$ cat config.mk
export PLATFORM = sky130hd
export DESIGN_NAME = thick_line_brush_rasterizer
export DESIGN_NICKNAME = d
export VERILOG_FILES = /design/src/rtl/core/tlbr_pkg.sv /design/src/rtl/core/tlbr_front.sv /design/src/rtl/core/tlbr_back.sv /design/src/rtl/core/thick_line_brush_rasterizer.sv
export SDC_FILE = /design/constraint.sdc
export NUM_CORES = 2
export LEC_CHECK = 0
export ABC_AREA = 1
export BUFFER_PORTS_ARGS = -buffer_cell sky130_fd_sc_hd__buf_2
export CAP_MARGIN = 40
export CORE_MARGIN = 8
export CORE_UTILIZATION = 48
export CTS_CLUSTER_DIAMETER = 50
export DETAILED_ROUTE_END_ITERATION = 8
export GPL_ROUTABILITY_DRIVEN = 0
export GPL_TIMING_DRIVEN = 0
export PLACE_DENSITY_LB_ADDON = 0.25
export RECOVER_POWER = 100
export SLEW_MARGIN = 10
export SYNTH_ARGS = -nofsm -noshare
export SYNTH_HDL_FRONTEND = slang
export SYNTH_SLANG_ARGS = --single-unit
export TNS_END_PERCENT = 50
$ cat constraint.sdc
create_clock -name clk -period 11.7 [get_ports clk]
set_input_delay 1.17 -clock clk [delete_from_list [all_inputs] [get_ports clk]]
set_output_delay 1.17 -clock clk [all_outputs]
set_load 0.05 [all_outputs]
$ cat src/rtl/core/tlbr_pkg.sv
`timescale 1ns / 1ps
`default_nettype none

package tlbr_pkg;

	localparam int FRAME_WIDTH  = 1024;
	localparam int FRAME_HEIGHT = 1024;

	localparam logic [15:0] ROW_PITCH_RESET = 16'd4096;

	localparam logic [1:0] KIND_POINT = 2'd0;
	localparam logic [1:0] KIND_LIFT  = 2'd1;
	localparam logic [1:0] KIND_TICK  = 2'd2;

	typedef enum logic [1:0] {
		CMD_POINT,
		CMD_LIFT,
		CMD_TICK,
		CMD_NOP
	} cmd_op_t;

	typedef struct packed {
		cmd_op_t            op;
		logic signed [11:0] pen_x;
		logic signed [11:0] pen_y;
		logic [5:0]         size;
		logic [31:0]        color;
	} cmd_t;

endpackage

`default_nettype wire

$ cat src/rtl/core/tlbr_front.sv
`timescale 1ns / 1ps
`default_nettype none

module tlbr_front (
	input  wire logic               clk,
	input  wire logic               arst_n,
	input  wire logic               in_valid,
	output logic                    in_stall,
	input  wire logic [1:0]         kind,
	input  wire logic signed [11:0] pen_x,
	input  wire logic signed [11:0] pen_y,
	input  wire logic [5:0]         brush_size,
	input  wire logic [31:0]        brush_color,
	output logic                    q_valid,
	output tlbr_pkg::cmd_t          q_cmd,
	input  wire logic               q_stall
);
	import tlbr_pkg::*;

	cmd_t       cmd_in;
	cmd_t       entry_q [2];
	logic       wr_ptr_q;
	logic       rd_ptr_q;
	logic [1:0] count_q;
	logic       push;
	logic       pop;

	always_comb begin
		cmd_in.pen_x = pen_x;
		cmd_in.pen_y = pen_y;
		cmd_in.size  = brush_size;
		cmd_in.color = brush_color;
		case (kind)
			KIND_POINT: cmd_in.op = CMD_POINT;
			KIND_LIFT:  cmd_in.op = CMD_LIFT;
			KIND_TICK:  cmd_in.op = CMD_TICK;
			default:    cmd_in.op = CMD_NOP;
		endcase
	end

	assign in_stall = (count_q == 2'd2);
	assign q_valid  = (count_q != 2'd0);
	assign q_cmd    = entry_q[rd_ptr_q];
	assign push     = in_valid && !in_stall;
	assign pop      = q_valid && !q_stall;

	always_ff @(posedge clk or negedge arst_n) begin
		if (!arst_n) begin
			wr_ptr_q <= 1'b0;
			rd_ptr_q <= 1'b0;
			count_q  <= 2'd0;
		end else begin
			if (push) begin
				wr_ptr_q <= !wr_ptr_q;
			end
			if (pop) begin
				rd_ptr_q <= !rd_ptr_q;
			end
			case ({push, pop})
				2'b10:   count_q <= count_q + 2'd1;
				2'b01:   count_q <= count_q - 2'd1;
				default: count_q <= count_q;
			endcase
		end
	end

	always_ff @(posedge clk) begin
		if (push) begin
			entry_q[wr_ptr_q] <= cmd_in;
		end
	end

endmodule

`default_nettype wire

$ cat src/rtl/core/tlbr_back.sv
`timescale 1ns / 1ps
`default_nettype none

module tlbr_back (
	input  wire logic           clk,
	input  wire logic           arst_n,
	input  wire logic           q_valid,
	input  wire tlbr_pkg::cmd_t q_cmd,
	output logic                q_stall,
	input  wire logic [15:0]    row_pitch,
	output logic                out_valid,
	input  wire logic           out_stall,
	output logic                write_valid,
	output logic [9:0]          pixel_x,
	output logic [9:0]          pixel_y,
	output logic [25:0]         byte_address,
	output logic [31:0]         pixel_color,
	output logic                busy_res,
	output logic                rejected
);
	import tlbr_pkg::*;

	// Walk state.
	logic               last_valid_q, last_valid_n;
	logic signed [11:0] last_x_q, last_x_n, last_y_q, last_y_n;
	logic signed [11:0] line_x_q, line_x_n, line_y_q, line_y_n;
	logic signed [11:0] end_x_q, end_x_n, end_y_q, end_y_n;
	logic signed [14:0] err_q, err_n;
	logic signed [12:0] dx_q, dx_n, dy_q, dy_n;
	logic               sx_neg_q, sx_neg_n, sy_neg_q, sy_neg_n;
	logic [5:0]         row_q, row_n, col_q, col_n;
	logic [5:0]         size_q, size_n;
	logic [31:0]        color_q, color_n;
	logic               active_q, active_n;

	// Disc and line arithmetic.
	logic [4:0]         half;
	logic [5:0]         span;
	logic [5:0]         col_inc, row_inc;
	logic signed [6:0]  i_off, j_off;
	logic signed [13:0] i_prod, j_prod;
	logic [10:0]        r2;
	logic [12:0]        lhs;
	logic [11:0]        s_sq;
	logic signed [12:0] xx, yy;
	logic               in_disc, in_frame;
	logic               at_end, step_x, step_y, do_move;
	logic signed [15:0] e2, dx_ext, dy_ext;
	logic signed [11:0] sx0, sy0;
	logic signed [12:0] diff_x, diff_y;
	logic               wv, rej;

	// Pipeline control.
	logic               s1_v_q, s2_v_q;
	logic               s2_ok, s1_ready, take;
	logic               wv_s1, busy_s1, rej_s1;
	logic [11:0]        x_s1, y_s1;
	logic [31:0]        color_s1;
	logic               wv_s2, busy_s2, rej_s2;
	logic [9:0]         x_s2, y_s2;
	logic [25:0]        addr_s2;
	logic [31:0]        color_s2;
	logic [27:0]        addr_full;

	assign half    = size_q[5:1];
	assign span    = {half, 1'b0};
	assign col_inc = col_q + 6'd1;
	assign row_inc = row_q + 6'd1;
	assign i_off   = $signed({1'b0, row_q}) - $signed({2'b00, half});
	assign j_off   = $signed({1'b0, col_q}) - $signed({2'b00, half});
	assign i_prod  = i_off * i_off;
	assign j_prod  = j_off * j_off;
	assign r2      = {1'b0, i_prod[9:0]} + {1'b0, j_prod[9:0]};
	assign lhs     = {r2, 2'b00} + 13'd2;
	assign s_sq    = size_q * size_q;
	assign in_disc = (lhs <= {1'b0, s_sq});
	assign xx      = $signed({line_x_q[11], line_x_q}) + $signed({{6{j_off[6]}}, j_off});
	assign yy      = $signed({line_y_q[11], line_y_q}) + $signed({{6{i_off[6]}}, i_off});
	assign in_frame = !xx[12] && !yy[12]
		&& ({1'b0, xx[11:0]} < 13'(FRAME_WIDTH))
		&& ({1'b0, yy[11:0]} < 13'(FRAME_HEIGHT));

	assign at_end = (line_x_q == end_x_q) && (line_y_q == end_y_q);
	assign e2     = $signed({err_q, 1'b0});
	assign dx_ext = $signed({{3{dx_q[12]}}, dx_q});
	assign dy_ext = $signed({{3{dy_q[12]}}, dy_q});
	assign step_x = (e2 >= dy_ext);
	assign step_y = (e2 <= dx_ext);

	assign sx0    = last_valid_q ? last_x_q : q_cmd.pen_x;
	assign sy0    = last_valid_q ? last_y_q : q_cmd.pen_y;
	assign diff_x = $signed({q_cmd.pen_x[11], q_cmd.pen_x}) - $signed({sx0[11], sx0});
	assign diff_y = $signed({q_cmd.pen_y[11], q_cmd.pen_y}) - $signed({sy0[11], sy0});

	always_comb begin
		last_valid_n = last_valid_q;
		last_x_n     = last_x_q;
		last_y_n     = last_y_q;
		line_x_n     = line_x_q;
		line_y_n     = line_y_q;
		end_x_n      = end_x_q;
		end_y_n      = end_y_q;
		err_n        = err_q;
		dx_n         = dx_q;
		dy_n         = dy_q;
		sx_neg_n     = sx_neg_q;
		sy_neg_n     = sy_neg_q;
		row_n        = row_q;
		col_n        = col_q;
		size_n       = size_q;
		color_n      = color_q;
		active_n     = active_q;
		do_move      = 1'b0;
		wv           = 1'b0;
		rej          = 1'b0;
		case (q_cmd.op)
			CMD_POINT: begin
				if (active_q) begin
					rej = 1'b1;
				end else begin
					line_x_n     = sx0;
					line_y_n     = sy0;
					end_x_n      = q_cmd.pen_x;
					end_y_n      = q_cmd.pen_y;
					dx_n         = diff_x[12] ? -diff_x : diff_x;
					dy_n         = diff_y[12] ? diff_y : -diff_y;
					sx_neg_n     = !(sx0 < q_cmd.pen_x);
					sy_neg_n     = !(sy0 < q_cmd.pen_y);
					err_n        = $signed({{2{dx_n[12]}}, dx_n}) + $signed({{2{dy_n[12]}}, dy_n});
					row_n        = 6'd0;
					col_n        = 6'd0;
					size_n       = q_cmd.size;
					color_n      = q_cmd.color;
					last_x_n     = q_cmd.pen_x;
					last_y_n     = q_cmd.pen_y;
					last_valid_n = 1'b1;
					active_n     = 1'b1;
				end
			end
			CMD_LIFT: begin
				last_valid_n = 1'b0;
			end
			CMD_TICK: begin
				if (active_q) begin
					if (half == 5'd0) begin
						do_move = 1'b1;
					end else begin
						wv    = in_disc && in_frame;
						col_n = col_inc;
						if (col_inc >= span) begin
							col_n = 6'd0;
							row_n = row_inc;
							if (row_inc >= span) begin
								row_n   = 6'd0;
								do_move = 1'b1;
							end
						end
					end
				end
			end
			default: begin
			end
		endcase
		if (do_move) begin
			if (at_end) begin
				active_n = 1'b0;
			end else begin
				if (step_x) begin
					line_x_n = line_x_q + (sx_neg_q ? 12'hFFF : 12'h001);
				end
				if (step_y) begin
					line_y_n = line_y_q + (sy_neg_q ? 12'hFFF : 12'h001);
				end
				err_n = err_q
					+ (step_x ? $signed({{2{dy_q[12]}}, dy_q}) : 15'sd0)
					+ (step_y ? $signed({{2{dx_q[12]}}, dx_q}) : 15'sd0);
			end
		end
	end

	assign s2_ok    = !s2_v_q || !out_stall;
	assign s1_ready = !s1_v_q || s2_ok;
	assign q_stall  = !s1_ready;
	assign take     = q_valid && s1_ready;

	always_ff @(posedge clk or negedge arst_n) begin
		if (!arst_n) begin
			last_valid_q <= 1'b0;
			last_x_q     <= '0;
			last_y_q     <= '0;
			line_x_q     <= '0;
			line_y_q     <= '0;
			end_x_q      <= '0;
			end_y_q      <= '0;
			err_q        <= '0;
			dx_q         <= '0;
			dy_q         <= '0;
			sx_neg_q     <= 1'b0;
			sy_neg_q     <= 1'b0;
			row_q        <= '0;
			col_q        <= '0;
			size_q       <= '0;
			color_q      <= '0;
			active_q     <= 1'b0;
			s1_v_q       <= 1'b0;
			s2_v_q       <= 1'b0;
		end else begin
			if (take) begin
				last_valid_q <= last_valid_n;
				last_x_q     <= last_x_n;
				last_y_q     <= last_y_n;
				line_x_q     <= line_x_n;
				line_y_q     <= line_y_n;
				end_x_q      <= end_x_n;
				end_y_q      <= end_y_n;
				err_q        <= err_n;
				dx_q         <= dx_n;
				dy_q         <= dy_n;
				sx_neg_q     <= sx_neg_n;
				sy_neg_q     <= sy_neg_n;
				row_q        <= row_n;
				col_q        <= col_n;
				size_q       <= size_n;
				color_q      <= color_n;
				active_q     <= active_n;
			end
			if (s1_ready) begin
				s1_v_q <= take;
			end
			if (s2_ok) begin
				s2_v_q <= s1_v_q;
			end
		end
	end

	always_ff @(posedge clk) begin
		if (take) begin
			wv_s1    <= wv;
			x_s1     <= wv ? xx[11:0] : 12'd0;
			y_s1     <= wv ? yy[11:0] : 12'd0;
			color_s1 <= wv ? color_q : 32'd0;
			busy_s1  <= active_n;
			rej_s1   <= rej;
		end
		if (s2_ok && s1_v_q) begin
			wv_s2    <= wv_s1;
			x_s2     <= x_s1[9:0];
			y_s2     <= y_s1[9:0];
			addr_s2  <= addr_full[25:0];
			color_s2 <= color_s1;
			busy_s2  <= busy_s1;
			rej_s2   <= rej_s1;
		end
	end

	assign addr_full = (row_pitch * y_s1) + {14'd0, x_s1, 2'b00};

	assign out_valid    = s2_v_q;
	assign write_valid  = wv_s2;
	assign pixel_x      = x_s2;
	assign pixel_y      = y_s2;
	assign byte_address = addr_s2;
	assign pixel_color  = color_s2;
	assign busy_res     = busy_s2;
	assign rejected     = rej_s2;

endmodule

`default_nettype wire

$ cat src/rtl/core/thick_line_brush_rasterizer.sv
`timescale 1ns / 1ps
`default_nettype none

// Pen-stroke rasterizer that draws a Bresenham line between successive pen points and stamps
// a disc brush at every line point; a brush size below two writes no pixels. Every transaction
// on the input channel gives exactly one transaction on the output channel, in order. One input
// transaction is accepted per clock cycle while the output is not stalled; the walk registers
// (line point, error term and disc offset counters) advance by one step per accepted step tick.
// A result is held first in the two-entry input queue, then in the first stage, which updates
// the walk and tests the disc offset, and then in the second, which forms the byte address with
// the row-pitch multiplier. The row pitch register must only be written while no transaction
// is in flight.
module thick_line_brush_rasterizer (
	input  wire logic               clk,
	input  wire logic               arst_n,
	input  wire logic               cfg_write_en,
	input  wire logic [15:0]        cfg_write_data,
	input  wire logic               in_valid,
	output logic                    in_stall,
	input  wire logic [1:0]         kind,
	input  wire logic signed [11:0] pen_x,
	input  wire logic signed [11:0] pen_y,
	input  wire logic [5:0]         brush_size,
	input  wire logic [31:0]        brush_color,
	output logic                    out_valid,
	input  wire logic               out_stall,
	output logic                    write_valid,
	output logic [9:0]              pixel_x,
	output logic [9:0]              pixel_y,
	output logic [25:0]             byte_address,
	output logic [31:0]             pixel_color,
	output logic                    busy_res,
	output logic                    rejected
);
	import tlbr_pkg::*;

	logic [15:0] row_pitch_q;
	logic        q_valid;
	logic        q_stall;
	cmd_t        q_cmd;

	always_ff @(posedge clk or negedge arst_n) begin
		if (!arst_n) begin
			row_pitch_q <= ROW_PITCH_RESET;
		end else if (cfg_write_en) begin
			row_pitch_q <= cfg_write_data;
		end
	end

	tlbr_front u_front (
		.clk         (clk),
		.arst_n      (arst_n),
		.in_valid    (in_valid),
		.in_stall    (in_stall),
		.kind        (kind),
		.pen_x       (pen_x),
		.pen_y       (pen_y),
		.brush_size  (brush_size),
		.brush_color (brush_color),
		.q_valid     (q_valid),
		.q_cmd       (q_cmd),
		.q_stall     (q_stall)
	);

	tlbr_back u_back (
		.clk          (clk),
		.arst_n       (arst_n),
		.q_valid      (q_valid),
		.q_cmd        (q_cmd),
		.q_stall      (q_stall),
		.row_pitch    (row_pitch_q),
		.out_valid    (out_valid),
		.out_stall    (out_stall),
		.write_valid  (write_valid),
		.pixel_x      (pixel_x),
		.pixel_y      (pixel_y),
		.byte_address (byte_address),
		.pixel_color  (pixel_color),
		.busy_res     (busy_res),
		.rejected     (rejected)
	);

endmodule

`default_nettype wire

**Word level (Yosys, flattened, before mapping)**

Memory sizes are Yosys's and may differ from the RTL's.
Cells that the tools add are included.

- Register bits after elaboration: 305
- Bits in latches: 0
- Memory bits (writable): 128
- ROM bits: 0
- Bits of input ports: 85
- Output and inout bits: 83
- Word-level logic and storage cells: 163
- Memories kept: 1

- Add/sub/neg operators: 20
- $mul: 4
- Div/mod/pow operators: 0
- Magnitude comparators: 9
- Eq/ne operators: 13
- Shift-type cells: 0
- Multiplexer cells: 50
- Bitwise gates (word level): 1
- Reduce and logical (&&, ||, !) cells: 31

Memory list:

| name | depth | bits a word | read ports | clocked after Yosys merged registers in | wr ports | RTL line | source |
|---|---|---|---|---|---|---|---|
| u_front.entry_q | 2 | 64 | 1 | 0 | 1 | tlbr_front.sv:21 | `cmd_t entry_q [2];` |

Operator list:

| cell | count |
|---|---|
| 12-bit 2-to-1 mux | 14 |
| 15-bit 2-to-1 mux | 6 |
| 6-bit 2-to-1 mux | 8 |
| 15-bit adder | 2 |
| 12-bit by 7-bit adder with 13-bit output | 2 |
| 26-bit by 14-bit adder with 26-bit output | 1 |
| 16-bit by 12-bit multiplier with 26-bit output | 1 |
| 13-bit 2-to-1 mux | 2 |
| 13-bit negation | 2 |
| 12-bit by 12-bit subtractor with 13-bit output | 2 |
| 12-bit adder | 2 |
| 12-bit == test | 2 |
| 12-bit by 11-bit < comparator with 1-bit output (second input constant) | 2 |
| 12-bit < comparator | 2 |
| 6-bit one-hot mux with 2 select lines | 2 |
| 7-bit by 7-bit multiplier with 10-bit output | 2 |
| 16-bit by 13-bit greater-or-equal comparator with 1-bit output | 1 |
| 16-bit by 13-bit <= comparator with 1-bit output | 1 |
| 1-bit 2-to-1 mux | 15 |
| 13-bit by 13-bit adder with 14-bit output | 1 |
| 6-bit by 5-bit subtractor with 7-bit output | 2 |
| 13-bit by 2-bit adder with 13-bit output (second input constant) | 1 |
| 13-bit by 12-bit <= comparator with 1-bit output | 1 |
| 6-bit by 1-bit adder with 6-bit output (second input constant) | 2 |
| other kinds (22) | 52 |

**Depth between registers and ports, before layout**

- Depth after elaboration: 10
- Gate-level depth with buffers: 45
- Mapped depth without buffers: 44

**Hierarchy**

From an unflattened synthesis, not the netlist that was laid out.

- Cells, all modules: 3831
- Area total of the unflattened synthesis: 33375.8 sq um

By module, submodules not included:

| module | instances | cells an instance | area an instance (sq um) | sequential area each (sq um) |
|---|---|---|---|---|
| tlbr_back | 1 | 3394 | 27837.9 | 7832.5 |
| tlbr_front | 1 | 369 | 4892.2 | 3943.8 |
| thick_line_brush_rasterizer | 1 | 68 | 645.6 | 401.6 |

**Worst setup path before layout**

No wires, ideal clock.

- Path type: reg2reg
- From: register u_back.size_q[4]
- To: register u_back.color_s1[10] (data pin)
- Setup time: 0.135 ns
- Arrival: 7.270 ns
- Data required time: 11.565 ns
- Slack: 4.295 ns
- Stages on the path, launching flop included: 42
- Buffers on the path: 2
- Clock period less this slack: 7.405 ns
- Cells stage by stage: dfrtp_1 -> clkbuf_1 -> inv_1 -> ha_1 -> inv_1 -> o21ai_0 -> a31oi_1 -> nor2_1 -> nor3_1 -> nand3_1 -> nand2_1 -> inv_1 -> ha_1 -> inv_1 -> fa_1 -> inv_1 -> fa_1 -> inv_1 -> (+6 left out) -> nand2_1 -> a21oi_1 -> xor2_1 -> xnor2_1 -> inv_1 -> ha_1 -> xor2_1 -> ha_1 -> nor2_1 -> nand2_1 -> a21oi_1 -> nand3_1 -> a21oi_1 -> nand3_1 -> nor2_2 -> nand4_4 -> buf_6 -> nor2_2

- Longest elaborated chain between the ends: 10
- Elaborated cells between the ends (all ways): 22
- Those cells by class: 6 x add/sub; 3 x mul; 3 x order compare; 3 x mux; 7 x reduce/logical

Ends and longest elaborated chain:

| element | RTL line | source |
|---|---|---|
| start, declared | tlbr_back.sv:32 | `logic [5:0] size_q, size_n;` |
| start signal, assigned | tlbr_back.sv:223 | `size_q <= size_n;` |
| branches (longest 7 deep; another with 13-bit by 2-bit adder with 13-bit output) | -- |  |
| 1-bit 2-to-1 mux (*) | tlbr_back.sv:145 | `if (half == 5'd0) begin` |
| 1-bit 2-to-1 mux (*) | tlbr_back.sv:144 | `if (active_q) begin` |
| 1-bit 2-to-1 mux (*) | tlbr_back.sv:116 | `case (q_cmd.op)` |
| end signal, assigned | tlbr_back.sv:241 | `color_s1 <= wv ? color_q : 32'd0;` |
| end, declared | tlbr_back.sv:58 | `logic [31:0] color_s1;` |

Mark *: on every way between the ends.
A chain may end at the register's enable or synchronous reset.

**Worst setup path after layout**

- From: register u_back.size_q[3]
- To: register u_back.y_s1[5] (data pin)

- Longest elaborated chain between the ends: 10
- Elaborated cells between the ends (all ways): 22
- Those cells by class: 6 x add/sub; 3 x mul; 3 x order compare; 3 x mux; 7 x reduce/logical

Ends and longest elaborated chain:

| element | RTL line | source |
|---|---|---|
| branches (longest 10 deep; another with 13-bit by 2-bit adder with 13-bit output) | -- |  |
| end signal, assigned | tlbr_back.sv:240 | `y_s1 <= wv ? yy[11:0] : 12'd0;` |
| end, declared | tlbr_back.sv:57 | `logic [11:0] x_s1, y_s1;` |

Several ways; the timed one is not identified.

==> summary.md <==
| Metric | Value |
|---|---|
| Final Hold Slack | 0.4147 ns |
| 1st-pass router iterations | 7 |
| GRT overflow | 0 |
| Vias per cell | 5.075 |
| Worst R2R Start | u_back.size_q[3] |
| Violated checks | capacitance limit, slew limit |
| Critical Path Max Stage Delay | 0.66 ns |
| R2R Setup Slk | 1.77 ns |
| Final Slew Violations | 325 |
| CTS tree | done |
| Setup_tns | 0 ns |
| Resized cells post-CTS | 0 |
| DRT antenna net count | 0 |
| RSZ-0062 raised after global routing | false |
| Worst R2R End | u_back.y_s1[5] |
| Area delta synth->final | 11.52% |
| Per-cell routed wire length | 17.00 um |
| Fin crit share | 0.8486 |
| CTS Buf Count | 60 |
| Max-cap violations | 8 |
| Die H | 279.4 um |
| Synth unique cells | 53 |
| Hold Path Sink | u_back.pixel_color[9] |
| Seq/Total Area, Yosys | 0.3657 |
| Worst hold path cell count | 0 |
| Total GRT Usage | 0.2207 |
| Endpoints failing hold | 0 |
| Final setup fails | 0 |
| Mapped Avg Cell Area | 8.667 um2 |
| Mapped cell area | 0.03330 mm2 |
| Detailed Route WL | 86.22 mm |
| Syn Inst Count | 3,842 |
| I/O Buffers | 164 |
| CP max stage cell | nand4_1 |
| Startpoint Class | flop |
| Number of remaining DRC errors | 0 |
| CP Class | flop to flop |
| Min-delay src | u_back.color_s1[9] |
| Clock root buffer | clkbuf_16 |
| Post-CTS Hold Buffers | 0 |
| Flops & latches, synth | 433 |
| CP dominant cell by count | inv_1 |
| Initial antenna violation count | 1 |
| Longest Clk Path Bufs | 3 |
| Clock Latency Late Sink | 0.68 ns |
| Clk pin slew, worst setup/hold paths | 0.06 ns |
| Post-synth ARST share | 0.3811 |
| Routed vias | 25,742 |
| DP HPWL | 69.40 mm |
| Worst Path Required | 12.15 ns |
| Chip width | 279.4 um |
| Hold Crit Class | flop to flop |
| Status | finished, violations left |
| Row cnt | 96 |
| CP Capture Type | flop |
| Largest net degree at the start of global routing | 98 |
| Initial Utilization | 0.4855 |
| Most used flip-flop cell after synthesis | edfxtp_1 |
| Minimum clock period | 9.929 ns |
| Max_slew headroom | -2.511 |
| CTS sink count | 433 |
| FMAX | 100.7 MHz |
| Drt first-iter violations | 1,611 |
| Vias in the first global route | 25,834 |
| Share of layout cells above drive strength 1 | 0.04855 |
| Cells on worst reg2reg path | 43 |
| Synthesis Warnings | 0 |
| Number of top-level pins | 168 |
| Slew @ Worst Pin | 5.267 ns |
| First-pass GRT wire length | 137.7 mm |
| Worst path arrival time | 10.38 ns |
| Post-CTS setup buffer count | 0 |
| Core Footprint | 0.06859 mm2 |
| Die Area | 0.07805 mm2 |
| NumNets Final | 4,667 |
| Post-synth EDFFs | 268 |
| CP max FO | 10 |
| Final Skew | 0.08317 ns |
| Htree depth | 2 |
-- worst max path at each step --
stage,end,start,cells after the start
3_3_place_gp,u_back.color_s1[1],u_back.size_q[4],42
5_1_grt,row_pitch_q[15],arst_n,2
6_report,u_back.y_s1[5],u_back.size_q[3],43
3_5_place_dp,u_back.color_s1[1],u_back.size_q[3],43
4_1_cts,u_back.y_s1[0],u_back.size_q[3],43
2_1_floorplan,u_back.color_s1[10],u_back.size_q[4],41
-- Yosys cell counts, types with 52 or more instances --
cell type / number / area (um2)
inv_1: 668 / 2507
dfrtp_1: 164 / 4104
nor2_1: 249 / 934.7
nand3_1: 146 / 730.7
clkbuf_1: 69 / 259.0
ha_1: 273 / 3416
a31oi_1: 55 / 344.1
fa_1: 221 / 4424
o21ai_0: 192 / 960.9
xor2_1: 111 / 972.2
a21oi_1: 133 / 665.6
xnor2_1: 52 / 455.4
nand2_1: 981 / 3682
edfxtp_1: 268 / 8048
-- metrics by stage --
step | cells | util | setup WS, ns | cell area, um2
after floorplan | 3845 | - | 4.295 | 33310
after global placement | 4940 | 0.5146 | 1.713 | 35290
after detailed placement | 4957 | 0.5194 | 2.467 | 35620
after CTS | 5071 | 0.5492 | 2.386 | 37660
after global routing | 5071 | 0.5414 | 1.008 | 37130
final | 5072 | 0.5414 | 1.771 | 37130
-- cells in the final DEF (no fill, tap or decap), types with 55 or more instances in the layout --
cell type  netlist  routed
clkbuf_16        0      61
a31oi_1         55      55
nand2_1        981     986
a21oi_1        133     134
fa_1           221     221
xor2_1         111     111
nand3_1        146     146
ha_1           273     273
dfrtp_1        164     164
inv_1          668     671
nor2_1         249     252
o21ai_0        192     204
edfxtp_1       268     268
clkbuf_1        69     237
buf_2           22      56
-- cell families (layout without fill, tap and decap cells) --
group	Yosys count	in the layout	synth area share
xor+xnor	163	163	0.04288
buf+inv	789	1084	0.09191
simple gates	1478	1478	0.1804
other cells	1	5	0.0001126
flops	433	433	0.3657
fa+ha+maj	494	494	0.2355
mux	18	18	0.006012
compound gates	466	466	0.07752
-- sequential cells by signal, summed over array words and instances (netlist names), 12 cells and up --
signal               cells
u_back.line_x_q         12
u_back.last_y_q         12
u_front.entry_q        128
u_back.err_q            15
u_back.byte_address     26
u_back.y_s1             12
u_back.dy_q             13
row_pitch_q             16
u_back.dx_q             13
u_back.last_x_q         12
u_back.color_s1         32
u_back.pixel_color      32
u_back.color_q          32
u_back.line_y_q         12
u_back.x_s1             12
-- worst max-delay path, delay by kind of cell (launching register included) --
kind | cells | cell delay, ns
adders and majority gates | 8 | 3.12
DFF | 1 | 0.37
buffers and inverters | 9 | 1.47
xor gates and xnor gates | 5 | 0.98
AOI/OAI and AO/OA | 6 | 1.41
and+or+nand+nor | 15 | 2.34
-- layout make-up --
cell class                 count  area [um2]
sequential                   433       12180
buffer                       116       460.4
multi-input combinational   2623       18000
antenna                        1       2.502
timing repair buffer         181       754.5
clock inverter                37       427.9
tap                          931        1165
clock buffer                  77        1617
inverter                     673        2526
fill                        6413       31450
-- layer usage --
| layer | share of wire | GRT usage | wire [um] | up-vias |
|---|---|---|---|---|
| li1 | - | - | - | 12776 |
| met1 | 0.42 | 0.2782 | 36440 | 12100 |
| met2 | 0.48 | 0.3831 | 41300 | 698 |
| met3 | 0.057 | 0.03054 | 4910 | 168 |
| met4 | 0.041 | 0.08578 | 3565 | 0 |
| met5 | 0 | 0 | 0 | - |
Power is not shown: default switching activity piles up to over one toggle a cycle in this logic, so the estimate is an artifact.
